--- src/sv/bcm_pkg.sv ---
// Shared types and codes for the battery charge manager.
package bcm_pkg;

  localparam logic [2:0] ST_UNKNOWN  = 3'd0;
  localparam logic [2:0] ST_DISCH    = 3'd1;
  localparam logic [2:0] ST_WAIT     = 3'd2;
  localparam logic [2:0] ST_CHARGING = 3'd3;
  localparam logic [2:0] ST_DONE     = 3'd4;

  localparam logic [2:0] EV_NONE     = 3'd0;
  localparam logic [2:0] EV_LINK     = 3'd1;
  localparam logic [2:0] EV_COMPLETE = 3'd2;
  localparam logic [2:0] EV_LOW      = 3'd3;
  localparam logic [2:0] EV_CRIT     = 3'd4;
  localparam logic [2:0] EV_LOSS     = 3'd5;

  localparam logic [2:0] REG_FULL_LEVEL = 3'd0;
  localparam logic [2:0] REG_WARN_LEVEL = 3'd1;
  localparam logic [2:0] REG_CRIT_LEVEL = 3'd2;
  localparam logic [2:0] REG_DUTY_CEIL  = 3'd3;
  localparam logic [2:0] REG_WARN_PER   = 3'd4;
  localparam logic [2:0] REG_DONE_TICKS = 3'd5;

  localparam int SAMPLE_W = 12;

  typedef struct packed {
    logic [11:0] vol_sample;
    logic [11:0] cur_sample;
    logic [11:0] ref_sample;
    logic        charger_connected;
    logic        charge_allowed;
  } in_word_t;

  typedef struct packed {
    logic [2:0] event_code;
    logic [2:0] battery_state;
    logic [6:0] level_pct;
    logic [9:0] charge_duty;
    logic [3:0] led_brightness;
    logic       led_write;
  } out_word_t;

endpackage

--- src/sv/battery_charge_manager_unit.sv ---
// Top level of the battery charge manager: windows, sequencer and serial divider.
//
//  channel | direction | handshake           | word
//  in_     | input     | in_valid / in_stall  | bcm_pkg::in_word_t
//  out_    | output    | out_valid / out_stall| bcm_pkg::out_word_t
//  cfg_    | input     | cfg_we               | index cfg_addr, data cfg_wdata
//
// Steps: a tick takes an accept step, a summing step per window entry, an averaging
// step, a threshold step, a decision step, the divider when the level lies between
// the low and full marks (one quotient bit per cycle, restoring) and an issue step.
// The first AVG_WINDOW ticks only fill the windows. Reset is synchronous, no clearing pass;
// it clears control state and the windows, not the datapath registers.
// Past warm-up, in_stall stays high from accept until the result word is loaded into the
// output register; a stalled output holds the sequencer in its issue step.
module battery_charge_manager_unit #(
  parameter int AVG_WINDOW = 5,
  parameter int ADC_BITS   = 12
) (
  input  logic                 clk,
  input  logic                 rst_n,
  input  logic                 in_valid,
  output logic                 in_stall,
  input  bcm_pkg::in_word_t    in_data,
  output logic                 out_valid,
  input  logic                 out_stall,
  output bcm_pkg::out_word_t   out_data,
  input  logic                 cfg_we,
  input  logic [2:0]           cfg_addr,
  input  logic [9:0]           cfg_wdata
);

  // Sample width after masking to the converter resolution.
  localparam int SW   = (ADC_BITS < bcm_pkg::SAMPLE_W) ? ADC_BITS : bcm_pkg::SAMPLE_W;
  localparam int SUMW = SW + $clog2(AVG_WINDOW);
  localparam int IW   = $clog2(AVG_WINDOW);
  localparam int WUW  = $clog2(AVG_WINDOW + 1);
  localparam int TW   = SW + 2;   // thresholds reach 2.25 times the reference
  localparam int XW   = SW + 5;   // product before the constant divide
  localparam int NUMW = SW + 7;   // (v - low) * 100
  localparam int DW   = TW + 1;
  localparam int CW   = $clog2(NUMW + 1);

  // Window mean by reciprocal multiplication: the reciprocal is rounded up,
  // and the extra IW fraction bits keep the floor exact over the whole sum range.
  localparam int AVG_K = SUMW + IW;
  localparam int AW    = SUMW + AVG_K;
  localparam logic [AW-1:0] AVG_RCP =
    AW'(((64'd1 << AVG_K) + 64'(AVG_WINDOW) - 64'd1) / 64'(AVG_WINDOW));

  // Rounded-up reciprocals for the thresholds: /5 at 19 fraction bits, /9 at 21,
  // /3 at 14 (so /48 and /24 are the product shifted by 18 and 17).
  localparam logic [16:0] RCP_5 = 17'd104858;
  localparam logic [17:0] RCP_9 = 18'd233017;
  localparam logic [12:0] RCP_3 = 13'd5462;

  localparam logic [WUW-1:0] WARM_END = WUW'(AVG_WINDOW);
  localparam logic [IW-1:0]  IDX_END  = IW'(AVG_WINDOW - 1);
  localparam logic [CW-1:0]  DIV_END  = CW'(NUMW - 1);

  localparam logic [2:0] S_IDLE = 3'd0;
  localparam logic [2:0] S_SUM  = 3'd1;
  localparam logic [2:0] S_AVG  = 3'd2;
  localparam logic [2:0] S_THR  = 3'd3;
  localparam logic [2:0] S_DEC  = 3'd4;
  localparam logic [2:0] S_DIV  = 3'd5;
  localparam logic [2:0] S_ISS  = 3'd6;

  function automatic logic [SW-1:0] win_mean(input logic [SUMW-1:0] s);
    logic [AW-1:0] p;
    p = AW'(s) * AVG_RCP;
    return p[AVG_K +: SW];
  endfunction

  // configuration
  logic [6:0] full_lvl_r, warn_lvl_r, crit_lvl_r;
  logic [9:0] duty_ceil_r;
  logic [5:0] warn_per_r;
  logic [7:0] done_ticks_r;

  // windows, oldest at index 0
  logic [SW-1:0] vwin_r [AVG_WINDOW];
  logic [SW-1:0] cwin_r [AVG_WINDOW];
  logic [SW-1:0] rwin_r [AVG_WINDOW];

  logic [2:0]      seq_r, seq_nxt;
  logic [WUW-1:0]  warm_r;
  logic [IW-1:0]   idx_r;
  logic [SUMW-1:0] vsum_r, csum_r, rsum_r;
  logic [SW-1:0]   v_r, c_r, r_r;
  logic            conn_r, allow_r;

  logic [2:0] mode_r, mode_nxt;
  logic [6:0] level_r, level_nxt;
  logic [6:0] warn_cnt_r, warn_cnt_nxt;
  logic [7:0] settle_r, settle_nxt;
  logic [9:0] duty_r, duty_nxt;
  logic [3:0] led_r, led_nxt;
  logic       led_up_r, led_up_nxt;
  logic [2:0] ev_r, ev_nxt;
  logic [3:0] led_out_r, led_out_nxt;
  logic       led_wr_r, led_wr_nxt;

  // divider
  logic [NUMW-1:0] num_r, quo_r;
  logic [TW-1:0]   den_r;
  logic [DW-1:0]   rem_r;
  logic [CW-1:0]   dcnt_r;
  logic [DW-1:0]   trial;
  logic            fits;
  logic [NUMW-1:0] quo_fin;

  bcm_pkg::out_word_t out_r;
  logic               out_valid_r;

  logic acc;
  assign acc      = in_valid && !in_stall;
  assign in_stall = (seq_r != S_IDLE);

  // thresholds from the reference average, held for the decision step
  logic [XW-1:0] r9, r17, r20;
  logic [34:0]   low_p, full_p, high_p;
  logic [29:0]   c3_p;
  assign r9     = XW'(r_r) * XW'(9);
  assign r17    = XW'(r_r) * XW'(17);
  assign r20    = XW'(r_r) * XW'(20);
  assign low_p  = 35'(r9)  * 35'(RCP_5);
  assign full_p = 35'(r20) * 35'(RCP_9);
  assign high_p = 35'(r17) * 35'(RCP_9);
  assign c3_p   = 30'(r_r) * 30'(RCP_3);

  logic [TW-1:0] low_r, full_r, chg_r, high_r;
  logic [SW-1:0] cur50_r, cur100_r, cur600_r;

  logic [TW-1:0] v_ext;
  assign v_ext = TW'(v_r);

  // decision step: state machine, charging step and level preparation
  logic          done_c;
  logic          need_div;
  logic [TW-1:0] den_c;
  always_comb begin
    mode_nxt     = mode_r;
    warn_cnt_nxt = warn_cnt_r;
    settle_nxt   = settle_r;
    duty_nxt     = duty_r;
    led_nxt      = led_r;
    led_up_nxt   = led_up_r;
    ev_nxt       = bcm_pkg::EV_NONE;
    led_out_nxt  = 4'd0;
    led_wr_nxt   = 1'b0;
    done_c       = 1'b0;
    if (conn_r) begin
      unique case (mode_r)
        bcm_pkg::ST_DISCH: begin
          mode_nxt = bcm_pkg::ST_WAIT;
          ev_nxt   = bcm_pkg::EV_LINK;
        end
        bcm_pkg::ST_WAIT: begin
          if (allow_r) mode_nxt = bcm_pkg::ST_CHARGING;
        end
        bcm_pkg::ST_CHARGING: begin
          led_wr_nxt  = 1'b1;
          led_out_nxt = led_r;
          // turn the triangle at its ends, then take one step
          if (led_up_r && led_r >= 4'd10)   led_up_nxt = 1'b0;
          else if (!led_up_r && led_r == 4'd0) led_up_nxt = 1'b1;
          led_nxt = led_up_nxt ? led_r + 4'd1 : led_r - 4'd1;
          if (v_ext <= high_r) begin
            if (c_r <= cur100_r) begin
              if (duty_r < duty_ceil_r) duty_nxt = duty_r + 10'd1;
            end else if (duty_r > 10'd1) duty_nxt = duty_r - 10'd1;
          end else if (v_ext < chg_r) begin
            if (c_r <= cur600_r) begin
              if (duty_r < duty_ceil_r) duty_nxt = duty_r + 10'd1;
            end else if (duty_r > 10'd1) duty_nxt = duty_r - 10'd1;
          end else begin
            if (duty_r > 10'd1) duty_nxt = duty_r - 10'd1;
            if (c_r <= cur50_r) begin
              done_c = (settle_r >= done_ticks_r);
              if (settle_r != 8'hff) settle_nxt = settle_r + 8'd1;
            end
          end
          if (done_c) begin
            settle_nxt = 8'd0;
            duty_nxt   = 10'd0;
            mode_nxt   = bcm_pkg::ST_DONE;
            ev_nxt     = bcm_pkg::EV_COMPLETE;
          end
        end
        bcm_pkg::ST_DONE: begin
          if (!allow_r && level_r < full_lvl_r) begin
            mode_nxt = bcm_pkg::ST_WAIT;
            ev_nxt   = bcm_pkg::EV_LINK;
          end
        end
        default: mode_nxt = bcm_pkg::ST_DISCH;
      endcase
    end else begin
      unique case (mode_r)
        bcm_pkg::ST_DISCH: begin
          if (level_r < warn_lvl_r && !allow_r) begin
            warn_cnt_nxt = warn_cnt_r + 7'd1;
            if (warn_cnt_nxt > 7'(warn_per_r)) begin
              warn_cnt_nxt = 7'd0;
              ev_nxt = (level_r < crit_lvl_r) ? bcm_pkg::EV_CRIT : bcm_pkg::EV_LOW;
            end
          end else begin
            warn_cnt_nxt = 7'd0;
          end
        end
        bcm_pkg::ST_WAIT, bcm_pkg::ST_DONE: begin
          mode_nxt = bcm_pkg::ST_DISCH;
          ev_nxt   = bcm_pkg::EV_LOSS;
        end
        bcm_pkg::ST_CHARGING: begin
          settle_nxt = 8'd0;
          duty_nxt   = 10'd0;
          mode_nxt   = bcm_pkg::ST_DISCH;
          ev_nxt     = bcm_pkg::EV_LOSS;
        end
        default: mode_nxt = bcm_pkg::ST_DISCH;
      endcase
    end

    den_c     = (mode_nxt == bcm_pkg::ST_CHARGING) ? chg_r - low_r : full_r - low_r;
    need_div  = 1'b0;
    level_nxt = level_r;
    if (v_ext > full_r)      level_nxt = 7'd100;
    else if (v_ext > low_r) begin
      if (den_c == '0) level_nxt = 7'd100;
      else             need_div  = 1'b1;
    end else             level_nxt = 7'd0;
  end

  assign trial   = {rem_r[DW-2:0], num_r[NUMW-1]};
  assign fits    = (trial >= DW'(den_r));
  assign quo_fin = {quo_r[NUMW-2:0], fits};

  always_comb begin
    seq_nxt = seq_r;
    unique case (seq_r)
      S_IDLE: if (acc && warm_r == WARM_END) seq_nxt = S_SUM;
      S_SUM:  if (idx_r == IDX_END) seq_nxt = S_AVG;
      S_AVG:  seq_nxt = S_THR;
      S_THR:  seq_nxt = S_DEC;
      S_DEC:  seq_nxt = need_div ? S_DIV : S_ISS;
      S_DIV:  if (dcnt_r == DIV_END) seq_nxt = S_ISS;
      S_ISS:  if (!(out_valid_r && out_stall)) seq_nxt = S_IDLE;
      default: seq_nxt = S_IDLE;
    endcase
  end

  always_ff @(posedge clk) begin
    if (!rst_n) begin
      seq_r        <= S_IDLE;
      warm_r       <= '0;
      mode_r       <= bcm_pkg::ST_UNKNOWN;
      level_r      <= 7'd100;
      warn_cnt_r   <= '0;
      settle_r     <= '0;
      duty_r       <= '0;
      led_r        <= '0;
      led_up_r     <= 1'b1;
      out_valid_r  <= 1'b0;
      full_lvl_r   <= 7'd95;
      warn_lvl_r   <= 7'd20;
      crit_lvl_r   <= 7'd10;
      duty_ceil_r  <= 10'd360;
      warn_per_r   <= 6'd30;
      done_ticks_r <= 8'd100;
      for (int i = 0; i < AVG_WINDOW; i++) begin
        vwin_r[i] <= '0;
        cwin_r[i] <= '0;
        rwin_r[i] <= '0;
      end
    end else begin
      seq_r <= seq_nxt;
      // raise valid on issue, drop it once the word is taken
      if (seq_r == S_ISS && !(out_valid_r && out_stall)) out_valid_r <= 1'b1;
      else if (out_valid_r && !out_stall)                 out_valid_r <= 1'b0;

      if (cfg_we) begin
        unique case (cfg_addr)
          bcm_pkg::REG_FULL_LEVEL: full_lvl_r   <= cfg_wdata[6:0];
          bcm_pkg::REG_WARN_LEVEL: warn_lvl_r   <= cfg_wdata[6:0];
          bcm_pkg::REG_CRIT_LEVEL: crit_lvl_r   <= cfg_wdata[6:0];
          bcm_pkg::REG_DUTY_CEIL:  duty_ceil_r  <= cfg_wdata;
          bcm_pkg::REG_WARN_PER:   warn_per_r   <= cfg_wdata[5:0];
          bcm_pkg::REG_DONE_TICKS: done_ticks_r <= cfg_wdata[7:0];
          default: ;
        endcase
      end

      unique case (seq_r)
        S_IDLE: begin
          if (acc) begin
            // advance the windows by one sample
            for (int i = 0; i < AVG_WINDOW - 1; i++) begin
              vwin_r[i] <= vwin_r[i+1];
              cwin_r[i] <= cwin_r[i+1];
              rwin_r[i] <= rwin_r[i+1];
            end
            vwin_r[AVG_WINDOW-1] <= in_data.vol_sample[SW-1:0];
            cwin_r[AVG_WINDOW-1] <= in_data.cur_sample[SW-1:0];
            rwin_r[AVG_WINDOW-1] <= in_data.ref_sample[SW-1:0];
            conn_r  <= in_data.charger_connected;
            allow_r <= in_data.charge_allowed;
            if (warm_r != WARM_END) warm_r <= warm_r + WUW'(1);
            idx_r  <= '0;
            vsum_r <= '0;
            csum_r <= '0;
            rsum_r <= '0;
          end
        end
        S_SUM: begin
          vsum_r <= vsum_r + SUMW'(vwin_r[idx_r]);
          csum_r <= csum_r + SUMW'(cwin_r[idx_r]);
          rsum_r <= rsum_r + SUMW'(rwin_r[idx_r]);
          idx_r  <= idx_r + IW'(1);
        end
        S_AVG: begin
          v_r <= win_mean(vsum_r);
          c_r <= win_mean(csum_r);
          r_r <= win_mean(rsum_r);
        end
        S_THR: begin
          low_r    <= low_p[19 +: TW];
          full_r   <= full_p[21 +: TW];
          high_r   <= high_p[21 +: TW];
          chg_r    <= r9[2 +: TW];
          cur50_r  <= c3_p[18 +: SW];
          cur100_r <= c3_p[17 +: SW];
          cur600_r <= r_r >> 2;
        end
        S_DEC: begin
          mode_r     <= mode_nxt;
          warn_cnt_r <= warn_cnt_nxt;
          settle_r   <= settle_nxt;
          duty_r     <= duty_nxt;
          led_r      <= led_nxt;
          led_up_r   <= led_up_nxt;
          ev_r       <= ev_nxt;
          led_out_r  <= led_out_nxt;
          led_wr_r   <= led_wr_nxt;
          level_r    <= level_nxt;
          num_r      <= NUMW'(v_ext - low_r) * NUMW'(100);
          den_r      <= den_c;
          rem_r      <= '0;
          quo_r      <= '0;
          dcnt_r     <= '0;
        end
        S_DIV: begin
          rem_r  <= fits ? trial - DW'(den_r) : trial;
          quo_r  <= quo_fin;
          num_r  <= {num_r[NUMW-2:0], 1'b0};
          dcnt_r <= dcnt_r + CW'(1);
          if (dcnt_r == DIV_END) begin
            level_r <= (quo_fin > NUMW'(100)) ? 7'd100 : quo_fin[6:0];
          end
        end
        S_ISS: begin
          if (!(out_valid_r && out_stall)) begin
            out_r.event_code     <= ev_r;
            out_r.battery_state  <= mode_r;
            out_r.level_pct      <= level_r;
            out_r.charge_duty    <= duty_r;
            out_r.led_brightness <= led_out_r;
            out_r.led_write      <= led_wr_r;
          end
        end
        default: ;
      endcase
    end
  end

  assign out_valid = out_valid_r;
  assign out_data  = out_r;

`ifndef SYNTH
  a_level_range: assert property (@(posedge clk) disable iff (!rst_n)
    out_valid_r |-> out_r.level_pct <= 7'd100) else $error("level above 100");
  a_led_range: assert property (@(posedge clk) disable iff (!rst_n)
    led_r <= 4'd10) else $error("led level left triangle");
  a_mode_code: assert property (@(posedge clk) disable iff (!rst_n)
    mode_r <= bcm_pkg::ST_DONE) else $error("undefined mode held");
  a_start_sum: assert property (@(posedge clk) disable iff (!rst_n)
    (acc && warm_r == WARM_END) |=> seq_r == S_SUM) else $error("tick not summed");
`endif

endmodule
--- config.mk ---
export PLATFORM = sky130hd
export DESIGN_NAME = battery_charge_manager_unit
export DESIGN_NICKNAME = d
export VERILOG_FILES = /design/src/sv/bcm_pkg.sv /design/src/sv/battery_charge_manager_unit.sv
export SDC_FILE = /design/constraint.sdc
export NUM_CORES = 2
export LEC_CHECK = 0
export ABC_AREA = 1
export BUFFER_PORTS_ARGS = -buffer_cell sky130_fd_sc_hd__buf_2
export CORE_MARGIN = 1.5
export CORE_UTILIZATION = 45
export CTS_CLUSTER_SIZE = 10
export DETAILED_ROUTE_END_ITERATION = 12
export HOLD_SLACK_MARGIN = 0.12
export SLEW_MARGIN = 20
export SYNTH_ARGS = -nofsm -noshare
export SYNTH_HDL_FRONTEND = slang
export SYNTH_SLANG_ARGS = --single-unit
--- constraint.sdc ---
create_clock -name clk -period 8.8 [get_ports clk]
set_input_delay 0.88 -clock clk [delete_from_list [all_inputs] [get_ports clk]]
set_output_delay 0.88 -clock clk [all_outputs]
set_load 0.01 [all_outputs]
==> results.md <==
* # Max-Cap Violations at 0
* Synth top area share at 0.2384
* Vias in the first global route at 39033
* Synth Warn # at 0
* Crit path time final at 8.198 ns
* Fin. Hold Viols at 0
* Dpl ws at 0.5230 ns
* R2R cell count at 30
* First-pass GRT wire length at 203.3 mm
* Syn nets at 7571
* TritonCTS buffer count at 71
* H-Tree Level Count at 3
* Worst Hold Path Cells at 0
* Reg-to-reg critical path endpoint: full_r[11]
* Slowest Stage Delay on Critical Path at 0.55 ns
* Register area at 15210 um2
* Final Skew at 0.01985 ns
* Register bit total from synthesis at 538
* Max Freq at 122.0 MHz
* DRC Markers at 0
* Clk buf depth at 3
* Row Count at 129
* Status: completed
* Dpl hpwl at 100.9 mm
* Initial Util at 0.4525
* Clock Latency Late Sink at 0.67 ns
* Register area share after synthesis at 0.2725
* WHS at 0.4201 ns
* CP max-delay cell: fa_1
* WS Path Type: reg2reg
* Critical path arrival at 8.61 ns
* Root Buffer: clkbuf_16
* I/O Buffers at 85
* Crit Reg-Reg Startpoint: r_r[5]
* Number of synthesized flops with an enable pin at 443
* Worst min-delay path class: reg2reg
* Initial antenna violation count at 3
* Post-Layout Cell Count at 7794
* Syn-to-layout area delta at 8.296%
* Number of nets with antenna violations after detailed routing at 0
* Final Cycle Share at 0.9316
* Syn Inst Count at 6011
* Initial DRC count at 2219
* Hold Path End: out_data[25]
* CTS Hold Bufs at 0
* GRT Util Overall at 0.1999
* Grt ovf at 0
* Clock transition at path regs at 0.05 ns
* CTS tree: done
* Syn Std Cell Area at 55800 um2
* Data required, critical path at 9.21 ns
* Post-route setup slack at 0.6023 ns
* Clk sinks at 538
* CP Capture Type: register
* Tightest Pin Transition at 1.154 ns
* Endpoints failing setup at 0
* Nets at 7674
* Slew HR at 0.2310
* Share of cells above drive strength 1 at 0.04824
* Mean post-synth cell area at 9.284 um2
* Core Area at 123300 um2
* Chip width at 355.1 um
* Post-Route WL at 125.1 mm
* Post-synthesis cell type count at 65
* Cells after DPL at 7677
* Total I/O pin count at 86
* Multi-input logic area at 35010 um2
* Total Die Area at 126100 um2
* Die height at 355.1 um
* DR pass1 iterations at 6
* Slew Limit Fails at 0
* Hold wc startpoint: ev_r[0]
* Crit-path max FO at 6
* Crit start category: register
* Avg Vias per Cell at 5.035
* Largest net degree at the start of global routing at 181
* Reg2Reg Setup Slack at 0.60 ns
* N_diodes at 0
* Top cells by area, synth: edfxtp_1 (24%), ha_1 (23%), fa_1 (17%)
* Vias at 39242
* Filler instances at 11734
* Post-synth top area cell: edfxtp_1
* Wirelength per Cell at 16.06 um
* GP Congestion at 0.9087
* Ys async rst share at 0
* Main flop type after synthesis: edfxtp_1
* Post-Route Utilization at 0.4901
-- routing by layer --
metal  vias up  part of all wire  track usage
met3       142             0.035      0.02405
li1      19758                 -            -
met1     18708              0.48       0.2798
met4         0             0.019      0.04538
met5         -                 0            0
met2       634              0.47       0.3306
-- synth_stat cells (29+ instances only) --
cell / instances
nor2_1: 451
nand2_1: 554
nor3_1: 45
nand3_1: 113
a21oi_1: 471
xor2_1: 147
o211ai_1: 29
ha_1: 1036
nand4_1: 35
inv_1: 1400
clkbuf_1: 75
fa_1: 468
dfxtp_1: 95
edfxtp_1: 443
o21ai_0: 302
a31oi_1: 52
xnor2_1: 61
-- cells by family after synthesis --
group / synth area share
AOI/OAI and AO/OA: 0.09704
xor gates and xnor gates: 0.03294
adders and majority gates: 0.4002
buffers and inverters: 0.1014
DFF: 0.2725
muxes: 0.0003812
and+or+nand+nor: 0.09556
-- timing repair --
item,4_1_cts,5_1_grt
endpoints found under the setup margin,0,2
gates resized for setup,0,1
setup buffers,0,0
-- how the worst max path moves through the flow --
| stage | startpoint | end | slack [ns] |
|---|---|---|---|
| finish | r_r[5] | full_r[11] | 0.60 |
| global route | r_r[5] | full_r[11] | -0.005 |
| CTS | r_r[0] | full_r[11] | 0.51 |
| detailed placement | r_r[0] | full_r[11] | 0.52 |
| global placement | r_r[0] | full_r[11] | 0.64 |
| floorplan | r_r[1] | full_r[11] | 1.15 |
-- final cells by class --
cell class | count | area share
multi-input combinational | 3967 | 0.5793
inverter | 1419 | 0.08822
sequential | 538 | 0.2516
timing repair buffer | 117 | 0.01143
clock buffer | 91 | 0.03151
tap | 1637 | 0.03389
clock inverter | 25 | 0.003996
-- cells in the final DEF (no fill, tap or decap), types with 15 or more instances in the layout --
| cell type | count |
|---|---|
| a211oi_1 | 15 |
| nand2_1 | 553 |
| fa_1 | 468 |
| ha_1 | 1036 |
| nand4_1 | 35 |
| o21a_1 | 20 |
| nand3_1 | 112 |
| buf_4 | 30 |
| o21ai_0 | 302 |
| o211ai_1 | 29 |
| inv_1 | 1398 |
| nor3_1 | 43 |
| a21oi_1 | 471 |
| buf_2 | 85 |
| o21bai_1 | 24 |
| clkbuf_1 | 17 |
| xnor2_1 | 61 |
| a31oi_1 | 52 |
| edfxtp_1 | 443 |
| xor2_1 | 146 |
| clkbuf_16 | 73 |
| dfxtp_1 | 94 |
| o21ai_1 | 15 |
| inv_2 | 17 |
| nor2_1 | 446 |
-- flip-flops by register name, indices dropped and copies added (netlist names), 12 cells and up, named ones only --
register  cells
full_r       14
rwin_r       60
cwin_r       60
vwin_r       60
c_r          12
high_r       14
num_r        17
vsum_r       15
r_r          12
v_r          12
rem_r        14
den_r        14
chg_r        14
out_data     28
rsum_r       15
low_r        14
csum_r       15
quo_r        18
-- per-stage QoR --
step / area [um2] / TNS (ns)
floorplan: 55810 / 0
global placement: 58250 / 0
detailed placement: 58250 / 0
CTS: 60400 / 0
global route: 60430 / -0.004985
finish: 60430 / 0
-- worst max-delay path, delay by kind of cell (launching register included) --
| kind | cells | cell delay (ns) |
|---|---|---|
| buffers and inverters | 5 | 0.60 |
| DFF | 1 | 0.52 |
| and+or+nand+nor | 3 | 0.29 |
| AOI/OAI and AO/OA | 11 | 2.24 |
| adders and majority gates | 9 | 3.90 |
| xor gates and xnor gates | 2 | 0.40 |
Power is left out: the tool's default activity adds up to more than one toggle a clock period on the data nets, which glitch-free logic cannot reach.
